## config.mk

```make
export PLATFORM = sky130hd
export DESIGN_NAME = range_encoder_carry_buffered_flat
export DESIGN_NICKNAME = d
export VERILOG_FILES = /design/src/rtl/core/rec_pkg.sv /design/src/rtl/core/rec_item_if.sv /design/src/rtl/core/rec_result_if.sv /design/src/rtl/core/rec_alu.sv /design/src/rtl/core/range_encoder_carry_buffered.sv /design/src/flat_wrapper.sv
export SDC_FILE = /design/constraint.sdc
export NUM_CORES = 2
export LEC_CHECK = 0
export ABC_CLOCK_PERIOD_IN_PS = 11130
export BUFFER_PORTS_ARGS = -buffer_cell sky130_fd_sc_hd__buf_2
export CORE_UTILIZATION = 51
export DETAILED_ROUTE_END_ITERATION = 16
export GPL_ROUTABILITY_DRIVEN = 1
export PLACE_DENSITY_LB_ADDON = 0.12
export SETUP_SLACK_MARGIN = 0.15
export SLEW_MARGIN = 20
export SYNTH_ARGS = -nofsm -noshare
export SYNTH_HDL_FRONTEND = slang
export SYNTH_SLANG_ARGS = --single-unit
export TNS_END_PERCENT = 100
```

## constraint.sdc

```tcl
create_clock -name clk -period 11.13 [get_ports clk]
set_clock_uncertainty 0.1 [all_clocks]
set_input_delay 1.6695 -clock clk [delete_from_list [all_inputs] [get_ports clk]]
set_output_delay 1.6695 -clock clk [all_outputs]
set_load 0.02 [all_outputs]
```

## src/rtl/core/rec_pkg.sv

```systemverilog
// ----------------------------------------------------------------------------
// rec_pkg: shared definitions for the range encoder
// Field widths, coder constants, operation codes and the arithmetic unit's
// request and result types.
// ----------------------------------------------------------------------------
package rec_pkg;

    // field widths
    localparam int SYMBOL_BITS = 8;
    localparam int CODE_BITS   = 32;
    localparam int FREQ_BITS   = 16;
    localparam int LOG2_BITS   = 4;
    localparam int OP_BITS     = 2;
    localparam int COUNT_BITS  = 32;

    // coder constants
    localparam logic [CODE_BITS-1:0]   CODE_TOP = 32'h8000_0000;
    localparam logic [CODE_BITS-1:0]   CODE_BOT = 32'h0080_0000;
    localparam logic [CODE_BITS-1:0]   LOW_MASK = 32'h7FFF_FFFF;
    localparam logic [SYMBOL_BITS-1:0] SYM_MAX  = 8'hFF;
    localparam logic [SYMBOL_BITS-1:0] SYM_ZERO = 8'h00;
    localparam logic [2:0]             RENORM_STEPS = 3'd4;

    // operation codes
    localparam logic [OP_BITS-1:0] OP_ENC_FREQ = 2'd0;
    localparam logic [OP_BITS-1:0] OP_ENC_POW2 = 2'd1;
    localparam logic [OP_BITS-1:0] OP_FINISH   = 2'd2;

    // shared arithmetic unit
    typedef enum logic [1:0] {
        ALU_ADD = 2'd0,
        ALU_SUB = 2'd1,
        ALU_MUL = 2'd2
    } alu_op_t;

    typedef struct packed {
        alu_op_t              op;
        logic [CODE_BITS-1:0] a;
        logic [CODE_BITS-1:0] b;
    } alu_req_t;

    typedef struct packed {
        logic [CODE_BITS-1:0] value;
        logic                 ge;
    } alu_res_t;

endpackage

```

## src/rtl/core/rec_item_if.sv

```systemverilog
// ----------------------------------------------------------------------------
// rec_item_if: input channel of the range encoder
// One transfer carries one symbol to encode or a finish request.
// ----------------------------------------------------------------------------
interface rec_item_if;

    logic                          valid;
    logic                          ready;
    logic [rec_pkg::OP_BITS-1:0]   op;
    logic [rec_pkg::FREQ_BITS-1:0] low_freq;
    logic [rec_pkg::FREQ_BITS-1:0] high_freq;
    logic [rec_pkg::FREQ_BITS-1:0] total_freq;
    logic [rec_pkg::LOG2_BITS-1:0] total_log2;

    modport source (
        output valid, op, low_freq, high_freq, total_freq, total_log2,
        input  ready
    );

    modport sink (
        input  valid, op, low_freq, high_freq, total_freq, total_log2,
        output ready
    );

endinterface

```

## src/rtl/core/rec_result_if.sv

```systemverilog
// ----------------------------------------------------------------------------
// rec_result_if: output channel of the range encoder
// One transfer carries one byte value with a repeat count.
// ----------------------------------------------------------------------------
interface rec_result_if;

    logic                            valid;
    logic                            ready;
    logic [rec_pkg::SYMBOL_BITS-1:0] byte_value;
    logic [rec_pkg::COUNT_BITS-1:0]  repeat_count;
    logic                            last;

    modport source (
        output valid, byte_value, repeat_count, last,
        input  ready
    );

    modport sink (
        input  valid, byte_value, repeat_count, last,
        output ready
    );

endinterface

```

## src/rtl/core/rec_alu.sv

```systemverilog
// ----------------------------------------------------------------------------
// rec_alu: shared arithmetic unit of the range encoder
// Add, subtract with unsigned compare, and a 32 by 16 multiply kept to 32 bits.
// ----------------------------------------------------------------------------
module rec_alu (
    input  rec_pkg::alu_req_t req,
    output rec_pkg::alu_res_t res
);

    logic [rec_pkg::CODE_BITS:0]                    diff;
    logic [rec_pkg::CODE_BITS+rec_pkg::FREQ_BITS-1:0] prod;

    // subtract with borrow out, and the narrow multiply
    assign diff = {1'b0, req.a} - {1'b0, req.b};
    assign prod = req.a * req.b[rec_pkg::FREQ_BITS-1:0];

    // operation select
    always_comb
    begin
        res = '0;
        unique case (req.op)
            rec_pkg::ALU_ADD:
            begin
                res.value = req.a + req.b;
            end
            rec_pkg::ALU_SUB:
            begin
                res.value = diff[rec_pkg::CODE_BITS-1:0];
                res.ge    = ~diff[rec_pkg::CODE_BITS];
            end
            rec_pkg::ALU_MUL:
            begin
                res.value = prod[rec_pkg::CODE_BITS-1:0];
            end
            default:
            begin
                res = '0;
            end
        endcase
    end

endmodule

```

## src/rtl/core/range_encoder_carry_buffered.sv

```systemverilog
// ----------------------------------------------------------------------------
// range_encoder_carry_buffered: byte-oriented 32-bit range encoder
// Sequencer around one shared add/subtract/multiply unit, with a carry
// buffer of one held byte and a count of pending 0xFF bytes.
// ----------------------------------------------------------------------------
// Usage
//   item   : one transfer per symbol (op 0 frequency total, op 1 power-of-two
//            total) or per finish request (op 2). Invalid operands and op 3
//            are taken and give nothing.
//   result : byte_value with repeat_count copies; a run of pending 0xFF or
//            0x00 bytes comes as one transfer. last marks the final byte of
//            a finish.
//   Timing : ready is high only while the sequencer is idle. An op 0 symbol
//            runs the restoring divide (one quotient bit per cycle) and up
//            to two multiplies, op 1 only the multiplies, and each symbol
//            ends with up to four renormalisation steps. A finish runs a
//            leading-zero search and then pushes each tail byte.
//   Stall  : results sit in one output register; the sequencer waits in an
//            emit state while that register is full and not taken.
//   Reset  : clears the coder to low 0, range 0x80000000, empty buffer.
//            The same state returns after each finish.
// ----------------------------------------------------------------------------
module range_encoder_carry_buffered (
    input  logic          clk,
    input  logic          rst_n,
    rec_item_if.sink      item,
    rec_result_if.source  result
);

    typedef enum logic [18:0] {
        S_IDLE       = 19'h00001,
        S_DIV        = 19'h00002,
        S_MUL1       = 19'h00004,
        S_SUB1       = 19'h00008,
        S_ADD1       = 19'h00010,
        S_MUL2       = 19'h00020,
        S_RENORM     = 19'h00040,
        S_PUSH       = 19'h00080,
        S_EMIT_HELD  = 19'h00100,
        S_EMIT_RUN   = 19'h00200,
        S_RETURN     = 19'h00400,
        S_CLZ        = 19'h00800,
        S_MASK       = 19'h01000,
        S_HIGH       = 19'h02000,
        S_CHECK      = 19'h04000,
        S_REMASK     = 19'h08000,
        S_TAIL_LOOP  = 19'h10000,
        S_TAIL_FLUSH = 19'h20000,
        S_CLEAR      = 19'h40000
    } state_t;

    // who called the byte push
    typedef enum logic [1:0] {
        CTX_RENORM = 2'd0,
        CTX_LOOP   = 2'd1,
        CTX_TAIL   = 2'd2
    } ctx_t;

    localparam int CB = rec_pkg::CODE_BITS;
    localparam int SB = rec_pkg::SYMBOL_BITS;
    localparam int FB = rec_pkg::FREQ_BITS;

    state_t            state_reg, state_next;
    ctx_t              ctx_reg, ctx_next;
    logic [CB-1:0]     low_reg, low_next;
    logic [CB-1:0]     range_reg, range_next;
    logic [SB-1:0]     held_reg, held_next;
    logic              held_valid_reg, held_valid_next;
    logic [CB-1:0]     pending_reg, pending_next;
    logic [CB-1:0]     quo_reg, quo_next;
    logic [FB-1:0]     rem_reg, rem_next;
    logic [CB-1:0]     tmp_reg, tmp_next;
    logic [CB-1:0]     end_reg, end_next;
    logic [CB-1:0]     msk_reg, msk_next;
    logic [5:0]        len_reg, len_next;
    logic [4:0]        cnt_reg, cnt_next;
    logic [2:0]        guard_reg, guard_next;
    logic [SB:0]       c_reg, c_next;
    logic [FB-1:0]     ft_reg, ft_next;
    logic [FB-1:0]     k1_reg, k1_next;
    logic [FB-1:0]     k2_reg, k2_next;
    logic              fl_nz_reg, fl_nz_next;
    logic              ovalid_reg, ovalid_next;
    logic [SB-1:0]     obyte_reg, obyte_next;
    logic [CB-1:0]     ocount_reg, ocount_next;
    logic              olast_reg, olast_next;

    rec_pkg::alu_req_t alu_req;
    rec_pkg::alu_res_t alu_res;

    logic              accept;
    logic              slot_free;
    logic [FB-1:0]     pow2_total;
    logic [FB-1:0]     sel_total;
    logic              item_ok;
    logic [CB-1:0]     mask_from_len;
    logic [FB:0]       trial;

    // shared arithmetic unit
    rec_alu u_alu (
        .req (alu_req),
        .res (alu_res)
    );

    // handshake and small helpers
    assign accept        = item.valid && item.ready;
    assign item.ready    = (state_reg == S_IDLE);
    assign slot_free     = !ovalid_reg || result.ready;
    assign pow2_total    = FB'(1) << item.total_log2;
    assign sel_total     = (item.op == rec_pkg::OP_ENC_FREQ) ? item.total_freq : pow2_total;
    assign item_ok       = (sel_total != '0) && (item.high_freq > item.low_freq)
                           && (item.high_freq <= sel_total);
    assign mask_from_len = rec_pkg::LOW_MASK >> len_reg[4:0];
    assign trial         = {rem_reg, quo_reg[CB-1]};

    assign result.valid        = ovalid_reg;
    assign result.byte_value   = obyte_reg;
    assign result.repeat_count = ocount_reg;
    assign result.last         = olast_reg;

    // operand select for the shared unit
    always_comb
    begin
        alu_req.op = rec_pkg::ALU_ADD;
        alu_req.a  = low_reg;
        alu_req.b  = mask_from_len;
        unique case (state_reg)
            S_DIV:
            begin
                alu_req.op = rec_pkg::ALU_SUB;
                alu_req.a  = CB'(trial);
                alu_req.b  = CB'(ft_reg);
            end
            S_MUL1:
            begin
                alu_req.op = rec_pkg::ALU_MUL;
                alu_req.a  = quo_reg;
                alu_req.b  = CB'(k1_reg);
            end
            S_SUB1:
            begin
                alu_req.op = rec_pkg::ALU_SUB;
                alu_req.a  = range_reg;
                alu_req.b  = tmp_reg;
            end
            S_ADD1:
            begin
                alu_req.a  = low_reg;
                alu_req.b  = tmp_reg;
            end
            S_MUL2:
            begin
                alu_req.op = rec_pkg::ALU_MUL;
                alu_req.a  = quo_reg;
                alu_req.b  = CB'(k2_reg);
            end
            S_HIGH:
            begin
                alu_req.a  = low_reg;
                alu_req.b  = range_reg;
            end
            S_CHECK:
            begin
                alu_req.op = rec_pkg::ALU_SUB;
                alu_req.a  = end_reg | msk_reg;
                alu_req.b  = tmp_reg;
            end
            S_REMASK:
            begin
                alu_req.a  = low_reg;
                alu_req.b  = msk_reg;
            end
            default:
            begin
                alu_req.op = rec_pkg::ALU_ADD;
            end
        endcase
    end

    // sequencer
    always_comb
    begin
        state_next      = state_reg;
        ctx_next        = ctx_reg;
        low_next        = low_reg;
        range_next      = range_reg;
        held_next       = held_reg;
        held_valid_next = held_valid_reg;
        pending_next    = pending_reg;
        quo_next        = quo_reg;
        rem_next        = rem_reg;
        tmp_next        = tmp_reg;
        end_next        = end_reg;
        msk_next        = msk_reg;
        len_next        = len_reg;
        cnt_next        = cnt_reg;
        guard_next      = guard_reg;
        c_next          = c_reg;
        ft_next         = ft_reg;
        k1_next         = k1_reg;
        k2_next         = k2_reg;
        fl_nz_next      = fl_nz_reg;
        ovalid_next     = ovalid_reg && !result.ready;
        obyte_next      = obyte_reg;
        ocount_next     = ocount_reg;
        olast_next      = olast_reg;

        unique case (state_reg)
            // take an item and set up its operands
            S_IDLE:
            begin
                if (accept)
                begin
                    ft_next    = sel_total;
                    fl_nz_next = (item.low_freq != '0);
                    k1_next    = (item.low_freq != '0) ? sel_total - item.low_freq
                                                       : sel_total - item.high_freq;
                    k2_next    = item.high_freq - item.low_freq;
                    if (item.op == rec_pkg::OP_FINISH)
                    begin
                        quo_next   = range_reg;
                        len_next   = '0;
                        state_next = S_CLZ;
                    end
                    else if (item.op == rec_pkg::OP_ENC_FREQ && item_ok)
                    begin
                        quo_next   = range_reg;
                        rem_next   = '0;
                        cnt_next   = '0;
                        state_next = S_DIV;
                    end
                    else if (item.op == rec_pkg::OP_ENC_POW2 && item_ok)
                    begin
                        quo_next   = range_reg >> item.total_log2;
                        state_next = S_MUL1;
                    end
                end
            end
            // restoring divide, one quotient bit per cycle
            S_DIV:
            begin
                if (alu_res.ge)
                begin
                    rem_next = alu_res.value[FB-1:0];
                    quo_next = {quo_reg[CB-2:0], 1'b1};
                end
                else
                begin
                    rem_next = trial[FB-1:0];
                    quo_next = {quo_reg[CB-2:0], 1'b0};
                end
                cnt_next = cnt_reg + 5'd1;
                if (cnt_reg == 5'(CB - 1))
                begin
                    state_next = S_MUL1;
                end
            end
            S_MUL1:
            begin
                tmp_next   = alu_res.value;
                state_next = S_SUB1;
            end
            S_SUB1:
            begin
                if (fl_nz_reg)
                begin
                    tmp_next   = alu_res.value;
                    state_next = S_ADD1;
                end
                else
                begin
                    range_next = alu_res.value;
                    guard_next = '0;
                    state_next = S_RENORM;
                end
            end
            S_ADD1:
            begin
                low_next   = alu_res.value;
                state_next = S_MUL2;
            end
            S_MUL2:
            begin
                range_next = alu_res.value;
                guard_next = '0;
                state_next = S_RENORM;
            end
            // renormalisation step test
            S_RENORM:
            begin
                if (range_reg <= rec_pkg::CODE_BOT && guard_reg != rec_pkg::RENORM_STEPS)
                begin
                    c_next     = low_reg[CB-1:CB-SB-1];
                    ctx_next   = CTX_RENORM;
                    state_next = S_PUSH;
                end
                else
                begin
                    state_next = S_IDLE;
                end
            end
            // carry buffer: decide what leaves
            S_PUSH:
            begin
                if (c_reg != {1'b0, rec_pkg::SYM_MAX})
                begin
                    if (held_valid_reg)
                    begin
                        state_next = S_EMIT_HELD;
                    end
                    else if (pending_reg != '0)
                    begin
                        state_next = S_EMIT_RUN;
                    end
                    else
                    begin
                        pending_next    = '0;
                        held_next       = c_reg[SB-1:0];
                        held_valid_next = 1'b1;
                        state_next      = S_RETURN;
                    end
                end
                else
                begin
                    if (pending_reg != '1)
                    begin
                        pending_next = pending_reg + CB'(1);
                    end
                    state_next = S_RETURN;
                end
            end
            S_EMIT_HELD:
            begin
                if (slot_free)
                begin
                    ovalid_next = 1'b1;
                    obyte_next  = held_reg + SB'(c_reg[SB]);
                    ocount_next = CB'(1);
                    olast_next  = (ctx_reg == CTX_TAIL) && (pending_reg == '0);
                    if (pending_reg != '0)
                    begin
                        state_next = S_EMIT_RUN;
                    end
                    else
                    begin
                        held_next       = c_reg[SB-1:0];
                        held_valid_next = 1'b1;
                        state_next      = S_RETURN;
                    end
                end
            end
            S_EMIT_RUN:
            begin
                if (slot_free)
                begin
                    ovalid_next     = 1'b1;
                    obyte_next      = c_reg[SB] ? rec_pkg::SYM_ZERO : rec_pkg::SYM_MAX;
                    ocount_next     = pending_reg;
                    olast_next      = (ctx_reg == CTX_TAIL);
                    pending_next    = '0;
                    held_next       = c_reg[SB-1:0];
                    held_valid_next = 1'b1;
                    state_next      = S_RETURN;
                end
            end
            // back to whoever pushed the byte
            S_RETURN:
            begin
                unique case (ctx_reg)
                    CTX_RENORM:
                    begin
                        low_next   = {1'b0, low_reg[CB-SB-2:0], SB'(0)};
                        range_next = {range_reg[CB-SB-1:0], SB'(0)};
                        guard_next = guard_reg + 3'd1;
                        state_next = S_RENORM;
                    end
                    CTX_LOOP:
                    begin
                        end_next   = {1'b0, end_reg[CB-SB-2:0], SB'(0)};
                        len_next   = (len_reg > 6'(SB)) ? len_reg - 6'(SB) : '0;
                        state_next = S_TAIL_LOOP;
                    end
                    CTX_TAIL:
                    begin
                        state_next = S_CLEAR;
                    end
                    default:
                    begin
                        state_next = S_CLEAR;
                    end
                endcase
            end
            // leading-zero count of the range, one bit a cycle
            S_CLZ:
            begin
                if (!quo_reg[CB-1] && len_reg != 6'(CB - 1))
                begin
                    quo_next = {quo_reg[CB-2:0], 1'b0};
                    len_next = len_reg + 6'd1;
                end
                else
                begin
                    state_next = S_MASK;
                end
            end
            S_MASK:
            begin
                msk_next   = mask_from_len;
                end_next   = alu_res.value & ~mask_from_len;
                state_next = S_HIGH;
            end
            S_HIGH:
            begin
                tmp_next   = alu_res.value;
                state_next = S_CHECK;
            end
            // end value overshoots the interval: one more bit
            S_CHECK:
            begin
                if (alu_res.ge)
                begin
                    len_next   = len_reg + 6'd1;
                    msk_next   = msk_reg >> 1;
                    state_next = S_REMASK;
                end
                else
                begin
                    state_next = S_TAIL_LOOP;
                end
            end
            S_REMASK:
            begin
                end_next   = alu_res.value & ~msk_reg;
                state_next = S_TAIL_LOOP;
            end
            S_TAIL_LOOP:
            begin
                if (len_reg != '0)
                begin
                    c_next     = end_reg[CB-1:CB-SB-1];
                    ctx_next   = CTX_LOOP;
                    state_next = S_PUSH;
                end
                else
                begin
                    state_next = S_TAIL_FLUSH;
                end
            end
            // flush the carry buffer with a zero byte
            S_TAIL_FLUSH:
            begin
                if (held_valid_reg || pending_reg != '0)
                begin
                    c_next     = '0;
                    ctx_next   = CTX_TAIL;
                    state_next = S_PUSH;
                end
                else
                begin
                    state_next = S_CLEAR;
                end
            end
            // fresh stream
            S_CLEAR:
            begin
                low_next        = '0;
                range_next      = rec_pkg::CODE_TOP;
                held_next       = '0;
                held_valid_next = 1'b0;
                pending_next    = '0;
                state_next      = S_IDLE;
            end
            default:
            begin
                state_next = S_IDLE;
            end
        endcase
    end

    // control and coder state
    always_ff @(posedge clk or negedge rst_n)
    begin
        if (!rst_n)
        begin
            state_reg      <= S_IDLE;
            ctx_reg        <= CTX_RENORM;
            low_reg        <= '0;
            range_reg      <= rec_pkg::CODE_TOP;
            held_reg       <= '0;
            held_valid_reg <= 1'b0;
            pending_reg    <= '0;
            len_reg        <= '0;
            cnt_reg        <= '0;
            guard_reg      <= '0;
            ovalid_reg     <= 1'b0;
        end
        else
        begin
            state_reg      <= state_next;
            ctx_reg        <= ctx_next;
            low_reg        <= low_next;
            range_reg      <= range_next;
            held_reg       <= held_next;
            held_valid_reg <= held_valid_next;
            pending_reg    <= pending_next;
            len_reg        <= len_next;
            cnt_reg        <= cnt_next;
            guard_reg      <= guard_next;
            ovalid_reg     <= ovalid_next;
        end
    end

    // working and output payload
    always_ff @(posedge clk)
    begin
        quo_reg    <= quo_next;
        rem_reg    <= rem_next;
        tmp_reg    <= tmp_next;
        end_reg    <= end_next;
        msk_reg    <= msk_next;
        c_reg      <= c_next;
        ft_reg     <= ft_next;
        k1_reg     <= k1_next;
        k2_reg     <= k2_next;
        fl_nz_reg  <= fl_nz_next;
        obyte_reg  <= obyte_next;
        ocount_reg <= ocount_next;
        olast_reg  <= olast_next;
    end

endmodule

```

## src/flat_wrapper.sv

```systemverilog
// flat-port wrapper written by rule: the top's interface ports become plain ports
module range_encoder_carry_buffered_flat 
  (clk, rst_n, item_valid, item_op, item_low_freq, item_high_freq, item_total_freq, item_total_log2, item_ready, result_valid, result_byte_value, result_repeat_count, result_last, result_ready);
  rec_item_if item_i ();
  rec_result_if result_i ();
  input  logic clk;
  input  logic rst_n;
  input wire logic [$bits(item_i.valid)-1:0] item_valid;
  input wire logic [$bits(item_i.op)-1:0] item_op;
  input wire logic [$bits(item_i.low_freq)-1:0] item_low_freq;
  input wire logic [$bits(item_i.high_freq)-1:0] item_high_freq;
  input wire logic [$bits(item_i.total_freq)-1:0] item_total_freq;
  input wire logic [$bits(item_i.total_log2)-1:0] item_total_log2;
  output wire logic [$bits(item_i.ready)-1:0] item_ready;
  output wire logic [$bits(result_i.valid)-1:0] result_valid;
  output wire logic [$bits(result_i.byte_value)-1:0] result_byte_value;
  output wire logic [$bits(result_i.repeat_count)-1:0] result_repeat_count;
  output wire logic [$bits(result_i.last)-1:0] result_last;
  input wire logic [$bits(result_i.ready)-1:0] result_ready;
  assign item_i.valid = item_valid;
  assign item_i.op = item_op;
  assign item_i.low_freq = item_low_freq;
  assign item_i.high_freq = item_high_freq;
  assign item_i.total_freq = item_total_freq;
  assign item_i.total_log2 = item_total_log2;
  assign item_ready = item_i.ready;
  assign result_valid = result_i.valid;
  assign result_byte_value = result_i.byte_value;
  assign result_repeat_count = result_i.repeat_count;
  assign result_last = result_i.last;
  assign result_i.ready = result_ready;
  range_encoder_carry_buffered u_core (.clk(clk), .rst_n(rst_n), .item(item_i), .result(result_i));
endmodule
```

# ---- Yosys cells after proc, flatten, opt, wreduce, memory -nomap -nowiden
# Cells that the tools add are included.
dict set report classes {
  muxes 100
  addsub 11
  reduce_logical 55
  n_shift 3
  order_cmp 4
  n_mul 1
  eq_ne 54
  div 0
  bitwise 6
}
# op count
set op_table {}
lappend op_table {{2-to-1 mux 32 bit} 18}
lappend op_table {{one-hot mux 64 bit (8 select lines)} 1}
lappend op_table {{one-hot mux 32 bit (3 select lines)} 5}
lappend op_table {{one-hot mux 19 bit (18 select lines)} 1}
lappend op_table {{2-to-1 mux 19 bit} 11}
lappend op_table {{one-hot mux 32 bit (2 select lines)} 3}
lappend op_table {{one-hot mux 32 bit (4 select lines)} 1}
lappend op_table {{2-to-1 mux 16 bit} 6}
lappend op_table {{2-to-1 mux 8 bit} 9}
lappend op_table {{AND 32 bit} 2}
lappend op_table {{NOT 32 bit} 2}
lappend op_table {{subtractor 16 bit} 3}
lappend op_table {{one-hot mux 19 bit (2 select lines)} 1}
lappend op_table {{2-to-1 mux 6 bit} 6}
lappend op_table {{subtractor 32 x 32 -> 33 bit} 1}
lappend op_table {{adder 32 x 1 -> 32 bit, second input constant} 1}
lappend op_table {{adder 32 bit} 1}
lappend op_table {{<= comparator 32 x 24 -> 1 bit, second input constant} 1}
lappend op_table {{logical NOT 32 bit} 1}
lappend op_table {{multiplier 32 x 16 -> 32 bit} 1}
lappend op_table {{inequality test 32 bit, second input constant} 1}
lappend op_table {{OR 32 bit} 1}
lappend op_table {{one-hot mux 16 bit (2 select lines)} 1}
lappend op_table {{one-hot mux 8 bit (4 select lines)} 1}
lappend op_table {{other kinds (76)} 155}
dict set report totals {
  mem_bits_ro 0
  out_inout_bits 43
  reg_bits 384
  ramBits 0
  memories 0
  latchBits 0
}

# ---- Logic depth before layout (Yosys ltp)
dict set report depth {
  ltp_word 11
  ltp_mapped 41
  mapped_depth_nobuf 35
}

# ---- By module
# A second synthesis with hierarchy kept.
dict set report unflattened {
  cells_unflattened 4301
  area_unflattened_um2 38164.1
}
# mod cells_each seq_area_each_um2 instances area_each_um2
set modules_own_cells {}
lappend modules_own_cells {range_encoder_carry_buffered 2435 10797.9 1 23157.2}
lappend modules_own_cells {rec_alu 1866 0.0 1 15006.9}

# ---- Worst setup path before layout
# OpenSTA, ideal clock, no wires.
dict set report synth_timing {
  path_type {flip-flop to flip-flop}
  startpoint {register u_core.state_reg[16]}
  endpoint {register u_core.end_reg[29], data pin}
  required_ns 10.774
  path_slack_ns 1.460
  synth_period_minus_slack_ns 9.670
  path_buffers 5
  path_stages_with_launch 37
  arrival_time_ns 9.313
  cell_sequence {dfrtp_1 -> buf_2 -> nor4_4 -> nand4b_4 -> nor4_2 -> nor4_1 -> buf_2 -> buf_1 -> clkbuf_1 -> buf_1 -> a221oi_1 -> clkinv_1 -> ha_1 -> inv_1 -> fa_1 -> inv_1 -> fa_1 -> fa_1 -> fa_1 -> fa_1 -> inv_1 -> fa_1 -> inv_1 -> ha_1 -> a21oi_1 -> o21bai_1 -> a21o_1 -> a21o_1 -> a221oi_1 -> o21ai_0 -> a311o_1 -> xnor2_1 -> nor2_1 -> nor3_1 -> o211a_1 -> nor2_1 -> a22o_1}
}
# element line_no
set synth_rtl {}
lappend synth_rtl {{start, declared} range_encoder_carry_buffered.sv:63} ;# state_t state_reg, state_next;
lappend synth_rtl {{start signal, assigned} range_encoder_carry_buffered.sv:499} ;# state_reg <= state_next;
lappend synth_rtl {{end signal, assigned} range_encoder_carry_buffered.sv:519} ;# end_reg <= end_next;
lappend synth_rtl {{end, declared} range_encoder_carry_buffered.sv:73} ;# logic [CB-1:0] end_reg, end_next;

==> impl_results.rst <==
.. list-table::
   :header-rows: 1

   * - Metric
     - Value
   * - Routed via count
     - 33400
   * - Height of the die
     - 273 um
   * - Width of the die
     - 273 um
   * - Clock sink count
     - 383
   * - Setup WS post-layout
     - 573 ps
   * - Max-cap violations
     - 0
   * - Number of register bits inferred by synthesis
     - 383
   * - Post-synthesis sequential area ratio
     - 28.8%
   * - Core area
     - 72800 sq um
   * - Instance area at placement
     - 39200 sq um
   * - Worst setup timing slack at the placement stage
     - 759 ps
   * - Pre-Repair DR Iteration Count
     - 7
   * - Starting Density
     - 51.4%
   * - Final critical-path share of the clock period
     - 94.9%
   * - DRC violation count after routing
     - 0
   * - Routability congestion estimate from global placement
     - 1.05
   * - EDFF count, synth
     - 242
   * - Synth Warn #
     - 0
   * - Fmax
     - 0.0947 GHz
   * - Dominant cells by area after synthesis
     - edfxtp_1, fa_1, dfrtp_1
   * - Overflow left after global routing
     - 0
   * - Endpoint kind of the worst setup timing path
     - flip-flop
   * - Count of mapped cells out of synthesis
     - 4348
   * - Maximum number of pins on one net before global-route repair
     - 65
   * - Via count of the first global-routing pass
     - 31700
   * - Number of placement rows
     - 99
   * - Area of the die
     - 74500 sq um
   * - Library cells used by synthesis
     - 92
   * - Most used standard cell by instance count after synthesis
     - nand2_1
   * - Routed WL
     - 138 mm
   * - Cell area after synthesis
     - 37500 sq um
   * - Share of flip-flops with an asynchronous set or reset after synthesis
     - 36.8%
   * - Most frequent cells after synthesis
     - nand2_1, inv_1, nor2_1, o21ai_0, fa_1
   * - Required @ worst endpoint
     - 11340 ps
   * - Status
     - finished, final reports clean
   * - R2R setup slack
     - 570 ps
   * - Crit Path Category
     - flip-flop to flip-flop
   * - # nets final
     - 4930
   * - Count of input and output buffers
     - 100
   * - Clock transition at the registers of the reported paths
     - 70 ps
   * - Layout cell share with drive strength beyond 1
     - 8.76%
   * - Worst slack on hold paths
     - 399 ps
   * - Met1 capacity usage during global routing
     - 54.9%
   * - Met3 Track Usage GR
     - 9.96%
   * - Number of top-level pins
     - 101
   * - Max-slew violation total from the final report
     - 0
   * - Area taken by multi-input logic gates
     - 23800 sq um
   * - Largest fanout on the critical path
     - 21
   * - Final hold violation count
     - 0
   * - Register Area
     - 10800 sq um
   * - Number of antenna violations at the first check in global routing
     - 3
   * - Layout Cell Area excl Fill
     - 40600 sq um
   * - Number of buffers on the longest clock path
     - 3
   * - Global router's overall resource usage
     - 37.1%
   * - First-pass GRT wire length
     - 207 mm
   * - Antenna viol nets, final
     - 0
   * - Number of buffers created by CTS
     - 39
   * - Time the final worst path needs with I/O delays and setup
     - 10560 ps
   * - Fraction of post-synthesis cell area in the top cell type by area
     - 19.4%
   * - Iteration-0 DRC count of the detailed router
     - 4536
   * - Filler Cell Count
     - 6821
   * - Slowest stage cell on the critical path
     - nor4_4
   * - Type of the most critical hold path
     - flip-flop to flip-flop
   * - Transition time at the pin with the least slew margin
     - 1290 ps
   * - Mean cell area of the mapped netlist
     - 8.62 sq um
   * - Yosys top cell by area
     - edfxtp_1
   * - DPL Wire Length
     - 108 mm
   * - Average wire per cell in the routed design
     - 25.8 um
   * - Clk Latency, worst-skew pair
     - 560 ps
   * - Growth of design area from synthesis to finish
     - 8.43%
   * - Number of buffers inserted by hold repair at cts
     - 0
   * - Number of failing setup endpoints in the final timing report
     - 0
   * - Via density
     - 6.23
   * - Clock root buffer master
     - clkbuf_16
   * - Post-synthesis net count
     - 4905
   * - Total Neg Setup Slack
     - 0 ps
   * - Cell with the most instances on the worst path
     - fa_1
   * - Element type at the critical path start
     - flip-flop
   * - Worst slew slack as a fraction of its limit
     - 14.0%
   * - Unrepaired setup endpoints after global routing
     - no
   * - CP arrival
     - 10760 ps
   * - Met2 track demand over resource in global routing
     - 52.9%
   * - Most frequently used flop master after synthesis
     - edfxtp_1
   * - Max H-tree Level
     - 2
   * - Clock tree from TritonCTS
     - built
   * - Global routing's busiest layer
     - met1
   * - Critical Path Max Stage Delay
     - 620 ps
[cell usage in the layout, fill, tap and decap left out, types with 23 or more instances in the layout]
cell type and instances:
nand2_1 641, inv_1 532, nor2_1 380, o21ai_0 351, fa_1 309, edfxtp_1 242, a21oi_1 236, ha_1 190
dfrtp_1 139, buf_4 122, buf_2 99, nand3_1 93, and2_1 80, a22oi_1 62, xnor2_1 57, mux2i_1 54
nor3_1 46, a21o_1 44, and3_1 41, clkbuf_16 40, xor2_1 38, nand4_1 33, a222oi_1 32, nor2b_1 31
nor4_1 30, a211oi_1 25, nand2b_1 25, or3_1 23, a31oi_1 23
[metal layers]
layer / wire length, um / vias up / share of wire [%]
met2: 57500 / 1870 / 42
met4: 4650 / 0 / 3.4
li1: - / 14900 / -
met1: 59200 / 16500 / 43
met5: 0 / - / 0
met3: 16900 / 250 / 12
[critical path: cells and delay by family (launching register included)]
family / cells / cell delay, ps
muxes: 1 / 390
AOI/OAI and AO/OA: 7 / 1960
adders and majority gates: 7 / 3360
xor gates and xnor gates: 1 / 140
DFF: 1 / 460
and+or+nand+nor: 10 / 2450
buffers and inverters: 7 / 1380
[path summary, 6_finish.rpt]
| check | startpoint | end | cells past startpoint |
|---|---|---|---|
| max in group asynchronous | rst_n | u_core.state_reg[14] | 3 |
| worst min-delay path | u_core.guard_reg[2] | u_core.guard_reg[2] | 1 |
| worst max-delay path | u_core.state_reg[16] | u_core.end_reg[29] | 33 |
| min in group asynchronous | rst_n | u_core.range_reg[0] | 1 |
| worst min register to register | u_core.guard_reg[2] | u_core.guard_reg[2] | 1 |
| worst max register to register | u_core.state_reg[16] | u_core.end_reg[29] | 33 |
[stage by stage]
| step | util (%) | instances |
|---|---|---|
| 6_report | 55.8 | 5365 |
| 5_1_grt | 55.8 | 5363 |
| 4_1_cts | 55.7 | 5361 |
| 3_5_place_dp | 53.9 | 5289 |
| 3_3_place_gp | 53.9 | 5289 |
| 2_1_floorplan | - | 4348 |
[cells by family (layout without fill, tap and decap cells)]
family,count (synthesis),after routing,synth area share (%)
buf+inv,782,838,8.01
xor+xnor,96,96,2.28
flops,383,383,28.8
simple gates,1491,1491,18.0
mux,98,98,3.35
fa+ha+maj,499,499,22.9
compound gates,999,999,16.7
other cells,0,2,0
[what timing repair did]
| action | 4_1_cts | 5_1_grt |
|---|---|---|
| setup endpoints to repair | 0 | 2 |
| resized for setup | 0 | 2 |
| setup buffers | 0 | 0 |
[layout make-up]
class | count | share of cell area (%)
diodes | 2 | 0.0123
clock buffers | 51 | 2.66
clock inverters | 21 | 0.619
inverters | 543 | 5.02
multi-input cells | 3183 | 58.6
flip-flops and latches | 383 | 26.6
well taps | 959 | 2.95
repair buffers | 223 | 3.55
Power is not shown: default switching activity piles up to over one toggle a cycle in this logic, so the estimate is an artifact.
